[config.mk]
export PLATFORM = sky130hd
export DESIGN_NAME = htd_front
export DESIGN_NICKNAME = d
export VERILOG_FILES = /design/src/rtl/core/htd_pkg.sv /design/src/rtl/core/htd_front.sv
export SDC_FILE = /design/constraint.sdc
export NUM_CORES = 1
export LEC_CHECK = 0
export BUFFER_PORTS_ARGS = -buffer_cell sky130_fd_sc_hd__clkbuf_2
export CORE_MARGIN = 3
export CORE_UTILIZATION = 45
export CTS_BUF_LIST = sky130_fd_sc_hd__clkbuf_8
export DETAILED_ROUTE_END_ITERATION = 6
export PLACE_DENSITY_LB_ADDON = 0.08
export SYNTH_ARGS = -nofsm -noshare
export SYNTH_HDL_FRONTEND = slang
export SYNTH_SLANG_ARGS = --single-unit
[constraint.sdc]
create_clock -name i_clk -period 3.65 [get_ports i_clk]
set_input_delay 0.73 -clock i_clk [delete_from_list [all_inputs] [get_ports i_clk]]
set_output_delay 0.73 -clock i_clk [all_outputs]
set_load 0.02 [all_outputs]
[src/rtl/core/htd_pkg.sv]
// ----------------------------------------------------------------------------
// htd_pkg
// shared codes, command and result types of the tree-walk decoder
// ----------------------------------------------------------------------------
package htd_pkg;

    // input op codes
    localparam logic [1:0] OP_TREE = 2'd0;
    localparam logic [1:0] OP_DATA = 2'd1;
    localparam logic [1:0] OP_END  = 2'd2;

    // result kinds
    localparam logic KIND_SYMBOL = 1'b0;
    localparam logic KIND_END    = 1'b1;

    // end status codes
    localparam logic ST_OK      = 1'b0;
    localparam logic ST_CORRUPT = 1'b1;

    // tree byte that announces a leaf, ascii '1'
    localparam logic [7:0] LEAF_MARK = 8'h31;

    // command classes handed from front to back
    typedef enum logic [1:0] {
        CMD_TREE = 2'd0,
        CMD_DATA = 2'd1,
        CMD_END  = 2'd2
    } t_cmd_kind;

    typedef struct packed {
        t_cmd_kind  kind;
        logic [7:0] data;
    } t_cmd;

    typedef struct packed {
        logic       kind;
        logic [7:0] symbol;
        logic       status;
        logic       last;
    } t_result;

endpackage

[src/rtl/core/htd_front.sv]
// ----------------------------------------------------------------------------
// htd_front
// accepts input words, classifies the op and queues commands for the back end
// ----------------------------------------------------------------------------
module htd_front (
    input  logic          i_clk,
    input  logic          i_rst_n,
    input  logic          i_in_valid,
    output logic          o_in_stall,
    input  logic [1:0]    i_op,
    input  logic [7:0]    i_data_byte,
    output htd_pkg::t_cmd o_cmd,
    output logic          o_cmd_valid,
    input  logic          i_cmd_pop
);

    htd_pkg::t_cmd r_q [2];
    logic          r_wp;
    logic          r_rp;
    logic [1:0]    r_count;
    logic [1:0]    n_count;
    logic          accept;
    logic          keep;
    logic          cmd_ok;
    htd_pkg::t_cmd cmd;

    // op 3 is accepted and dropped
    always_comb begin
        cmd_ok    = 1'b1;
        cmd.data  = i_data_byte;
        cmd.kind  = htd_pkg::CMD_TREE;
        unique case (i_op)
            htd_pkg::OP_TREE: cmd.kind = htd_pkg::CMD_TREE;
            htd_pkg::OP_DATA: cmd.kind = htd_pkg::CMD_DATA;
            htd_pkg::OP_END:  cmd.kind = htd_pkg::CMD_END;
            default:          cmd_ok   = 1'b0;
        endcase
    end

    assign o_in_stall  = (r_count == 2'd2);
    assign accept      = i_in_valid && !o_in_stall;
    assign keep        = accept && cmd_ok;
    assign o_cmd_valid = (r_count != 2'd0);
    assign o_cmd       = r_q[r_rp];
    assign n_count     = r_count + {1'b0, keep} - {1'b0, i_cmd_pop};

    always_ff @(posedge i_clk) begin
        if (!i_rst_n) begin
            r_wp    <= 1'b0;
            r_rp    <= 1'b0;
            r_count <= 2'd0;
        end else begin
            r_count <= n_count;
            if (keep) begin
                r_wp <= ~r_wp;
            end
            if (i_cmd_pop) begin
                r_rp <= ~r_rp;
            end
        end
    end

    always_ff @(posedge i_clk) begin
        if (keep) begin
            r_q[r_wp] <= cmd;
        end
    end

endmodule

==> results of run 1 <==
[registers in the layout, indices dropped and copies added, names as in the netlist, named ones only]
signal,flops
r_rp,1
r_q,20
r_count,2
r_wp,1
[logic make-up (layout without fill, tap and decap cells)]
| logic type | after synthesis | after routing | share of synthesized area [%] |
|---|---|---|---|
| compound gates | 6 | 6 | 4.59 |
| fa+ha+maj | 1 | 1 | 1.28 |
| xor+xnor | 2 | 2 | 1.79 |
| mux | 10 | 10 | 11.5 |
| simple gates | 11 | 11 | 7.14 |
| buf+inv | 4 | 31 | 2.30 |
| flops | 25 | 25 | 71.4 |
[cell type report]
cell class	count	area share, %
Clock buffer	3	3.50
Timing Repair Buffer	25	10.6
Tap cell	27	2.86
Inverter	2	0.636
Multi-Input combinational cell	30	22.7
Sequential cell	25	59.4
Clock inverter	1	0.318
[cells in the final DEF (no fill, tap or decap)]
cell	n
xor2_1	1
inv_1	3
nor3_1	2
or2_2	1
nor3_2	1
edfxtp_1	20
nor2_1	2
nor2b_1	2
clkbuf_2	25
nor3b_2	1
a21bo_2	1
or4_1	1
xnor2_1	1
o21a_1	3
clkbuf_8	3
mux2_2	10
nor2b_4	1
a21oi_1	1
o31ai_1	1
ha_1	1
dfxtp_1	5
[how the worst min path moves through the flow]
stage,from,end
floorplan,r_rp,flip-flop
global placement,r_rp,flip-flop
detailed placement,r_rp,flip-flop
CTS,r_rp,flip-flop
global route,r_rp,flip-flop
finish,r_rp,flip-flop
[power by group through the flow]
stage,combinational (W),clock [W],sequential [W]
2_1_floorplan,0.0000861,0,0.000346
3_3_place_gp,0.000112,0,0.000352
3_5_place_dp,0.000113,0,0.000353
4_1_cts,0.000113,0.000155,0.000347
5_1_grt,0.000123,0.000173,0.000349
6_report,0.000112,0.000151,0.000346
[through the flow]
| step | setup WS, ns | cells |
|---|---|---|
| final | 1.51 | 113 |
| after global routing | 1.39 | 113 |
| after CTS | 1.45 | 113 |
| after detailed placement | 1.48 | 109 |
| after global placement | 1.50 | 109 |
| after floorplan | 1.46 | 59 |
[worst min-delay path, delay by kind of cell, from the launching register on]
| kind | cells | cell delay (ns) |
|---|---|---|
| flops | 1 | 0.33 |
| xor+xnor | 1 | 0.09 |
| simple gates | 1 | 0.08 |
[per-layer routing]
metal	part of all wire [%]	vias up	track usage [%]	routed length, µm
met4	1.4	0	6.38	19
met3	4.8	2	1.99	67
li1	-	273	-	-
met5	0	-	0	0
met2	49	11	19.0	685
met1	45	243	15.8	620
==> impl_metrics.toml, run 1 <==
[finish]
multi_input_area_um2 = 268
n_antenna_cell = 0
seq_area_um2 = 701
final_core_util_pct = 58.4
n_fill_cell = 177
layout-drive-gt1-share_pct = 50.0
layout.nets = 102
syn_to_final_growth_pct = 20.3
fin_area_um2 = 1180

[pwr]
p_leak_nw = 0.463
combPwrFrac_pct = 18.3
switchingPower_w = 0.000151
seq_power_share_pct = 56.8
p_sw_share_pct = 24.9
power_w = 0.000608
p_per_area_nw_per_um2 = 516
ir_worst_vdd_mv = 0.244
clkPwrFrac_pct = 24.8
power.internal_w = 0.000457

[synthesis]
avgSynthCellArea_um2 = 16.6
synth.largest_area_cell = "edfxtp_1"
ys_ff_latch = 25
synthArstFlopShare_pct = 0
yosysSeqAreaShare_pct = 71.4
synth_edf_count = 20
synth.most_common_cell = "edfxtp_1"
synth_common_cells = "edfxtp_1, mux2_2, dfxtp_1, nor3_1, o21a_1"
syn_nets = 74
ys_warn_count = 0
synth_cell_type_count = 20
postSynthCellCount = 59
synth_area_leaders = "edfxtp_1, mux2_2, dfxtp_1"
synth_top_area_share_pct = 61.2
yosys_most_used_dff = "edfxtp_1"
syn_area_um2 = 981

[setup_path]
crit_buf_inv = 1
crit_type = "reg -> out"
critPathLaunchType = "flip-flop"
cpLargestDelayFamily = "flip-flops"
cp-end-kind = "output port"
arrival_ns = 1.41
worstPathRequired_ns = 2.92
regToRegSetupSlack_ns = 2.11
rr_endpoint = "r_q[0][4]"
cp-endpoint = "o_cmd[1]"
slowest_stage = "dfxtp_1"
r2r_start = "r_count[1]"
crit_cells = 2
slowest_delay_ns = 0.60
critical_path.max_fanout = 10
r2r_cells = 2
crit_chain = "mux2_2 > clkbuf_2"

[clock_tree]
path_clk_slew_ns = 0.08
post_cts_buffers = 0
cts_buffers = 3
htreeDepth = 1
cts_resized = 0
cts_root_buffer = "clkbuf_8"
hold_buffers = 0
cts.sinks = 25
clockBufferDepth = 2
cts_tree = "yes"
clk_latency_ns = 0.25

[global_routing]
grt_pass1_vias = 518
grt_max_degree = 14
antenna_found_initial = 0
gr-usage-all-layers_pct = 12.1
grt_pass1_wl_um = 2400
overflow = 0

[route]
via_count = 529
routed_wl_um = 1390
drt_iter0_markers = 6
wl_per_cell_um = 12.3
first_pass_iters = 4
drcViolationCount = 0
ant_nets = 0
vias_per_cell = 4.68

[sta]
finalWorstPathRequiredPeriod_ns = 2.14
skew_ns = 0.00252
setup_viol = 0
holdWs_ns = 0.524
max_freq_ghz = 0.468
finalSetupTns_ns = 0
drv_slew = 0
tightest_slew_ns = 0.822
grt_setup_unrepaired = "false"
finalHoldViolations = 0
slew_headroom_pct = 44.9
fin_crit_sh_pct = 58.5

[worst_hold_path]
hold_class = "reg -> reg"
min_path_cells = 2

[placed_design]
place_congestion = 0.703
io_buffers = 25
hpwl_um = 1020
placed_area_um2 = 1130

[floorplanning]
ios = 26
start_util_pct = 48.5
coreArea_um2 = 2020
die_x_um = 52.7
die_h_um = 52.7
row_count = 16
dieArea_um2 = 2780

[outcome]
status = "completed"

[job]
maxCapViolations = 0
Power figures use the tool's default switching activity.
==> inputs of run 2 (changes only) <==
- clock period: 3.65 -> 2.01 ns (I/O delays scaled with it)
==> run 2 against run 1 <==
Effect of this change: worst setup slack got worse by 1.3 ns; via count up 6.2%; combinational power up 90%; register-to-register slack worse by 1.6 ns; power up 82%; count of clock-buffer cells in the layout did not move; critical path type unchanged; largest cell class unchanged; highest routed layer unchanged.
==> impl_metrics.toml, run 2 (synthesis results as in run 1) <==
[setup_path]
worstPathRequired_ns = 1.61
critical_path.max_fanout = 10
cp-end-kind = "output port"
crit_type = "reg -> out"
arrival_ns = 1.41
critPathLaunchType = "flip-flop"

[sta]
tightest_slew_ns = 0.455
max_freq_ghz = 0.551
skew_ns = 0.00224
finalWorstPathRequiredPeriod_ns = 1.82
grt_setup_unrepaired = "false"
finalHoldViolations = 0
finalSetupTns_ns = 0
setup_viol = 0
drv_slew = 0
slew_headroom_pct = 69.7
fin_crit_sh_pct = 90.4

[clock_tree]
cts_resized = 0
cts.sinks = 25
cts_root_buffer = "clkbuf_8"
htreeDepth = 1
cts_buffers = 3
clk_latency_ns = 0.25
post_cts_buffers = 0
clockBufferDepth = 2
hold_buffers = 0
cts_tree = "yes"
path_clk_slew_ns = 0.08

[finish]
layout.nets = 106
reg_top3 = "r_q (20), r_count (2)"
largest-register = "r_q"
n_fill_cell = 166
layout-drive-gt1-share_pct = 52.2
n_antenna_cell = 0
final_cells = 117
largest_reg_flops = 20
syn_to_final_growth_pct = 23.3
final_common_cell = "clkbuf_2"
final_cell_mix = "clkbuf_2, edfxtp_1, mux2_2, dfxtp_1, buf_4"

[floorplanning]
ios = 26
die_h_um = 52.7
start_util_pct = 48.5
row_count = 16
coreArea_um2 = 2020
die_x_um = 52.7
dieArea_um2 = 2780

[worst_hold_path]
hold_class = "in -> reg"

[global_routing]
antenna_found_initial = 0
gr-usage-all-layers_pct = 10.6
grt_max_degree = 14
grt_pass1_wl_um = 2130
overflow = 0
grt_pass1_vias = 536

[route]
drt_iter0_markers = 6
maxUsedRoutingLayer = "met4"
met1Wirelength_um = 526
drcViolationCount = 0
routed_wl_um = 1290
wl_per_cell_um = 11.0
vias_per_cell = 4.80
first_pass_iters = 2
route.met3.wl_um = 51
ant_nets = 0
wl_met2_um = 701
via_count = 562

[pwr]
p_per_area_nw_per_um2 = 913
ir_worst_vdd_mv = 0.510
p_leak_nw = 0.484

[outcome]
status = "completed"

[placed_design]
hpwl_um = 999
io_buffers = 25
place_congestion = 0.738
placed_cells = 113

[job]
maxCapViolations = 0
run 2: changes by cell type in the layout (fill, tap and decap cells not counted), sizes merged:
| cell | before | now |
|---|---|---|
| buf | 0 | 4 |
run 2: final cells by class:
class	instances	area [µm²]	share of cell area, %
Sequential cell	25	701	57.9
Clock buffer	3	41.3	3.41
Clock inverter	1	3.75	0.310
Tap cell	27	33.8	2.79
Inverter	2	7.51	0.620
Multi-Input combinational cell	30	268	22.1
Timing Repair Buffer	29	155	12.8
run 2: path summary, 6_finish.rpt:
| path | from | depth (start not counted) | to | slack (ns) |
|---|---|---|---|---|
| worst min register to register | r_rp | 2 | flip-flop | 0.53 |
| worst max register to register | r_count[0] | 4 | r_count[1] | 0.50 |
| worst max-delay path | flip-flop | 2 | o_cmd[1] | 0.19 |
| worst min-delay path | i_data_byte[2] | 1 | r_q[0][2] | 0.34 |
run 2: worst max-delay path: stages (launching register included):
cell,delay [ns]
dfxtp_1,0.60
mux2_2,0.40
clkbuf_2,0.16
run 2: through the flow:
| step | instance area, µm² | util, % | total power [W] | setup slack [ns] | hold WS [ns] |
|---|---|---|---|---|---|
| finish | 1210 | 59.8 | 0.00110 | 0.194 | 0.336 |
| CTS | 1210 | 59.8 | 0.00112 | 0.154 | 0.331 |
| global placement | 1160 | 57.6 | 0.000852 | 0.434 | 0.522 |
| floorplan | 981 | - | 0.000785 | 0.147 | 0.480 |
| global route | 1210 | 59.8 | 0.00117 | 0.103 | 0.330 |
| detailed placement | 1160 | 57.6 | 0.000856 | 0.418 | 0.510 |
run 2: per-layer routing:
| layer | up-vias | global-route usage [%] |
|---|---|---|
| met5 | - | 0 |
| met4 | 0 | 5.11 |
| met3 | 2 | 1.71 |
| met2 | 11 | 19.0 |
| met1 | 267 | 12.1 |
| li1 | 282 | - |
run 2: report_power, final:
| group | switching, W | internal (W) | leakage, nW | total, W |
|---|---|---|---|---|
| clock network | 0.000129 | 0.000136 | 0.0269 | 0.000265 |
| logic | 0.000115 | 0.0000983 | 0.230 | 0.000213 |
| registers | 0.0000225 | 0.000605 | 0.227 | 0.000627 |
| total | 0.000266 | 0.000838 | 0.484 | 0.00110 |
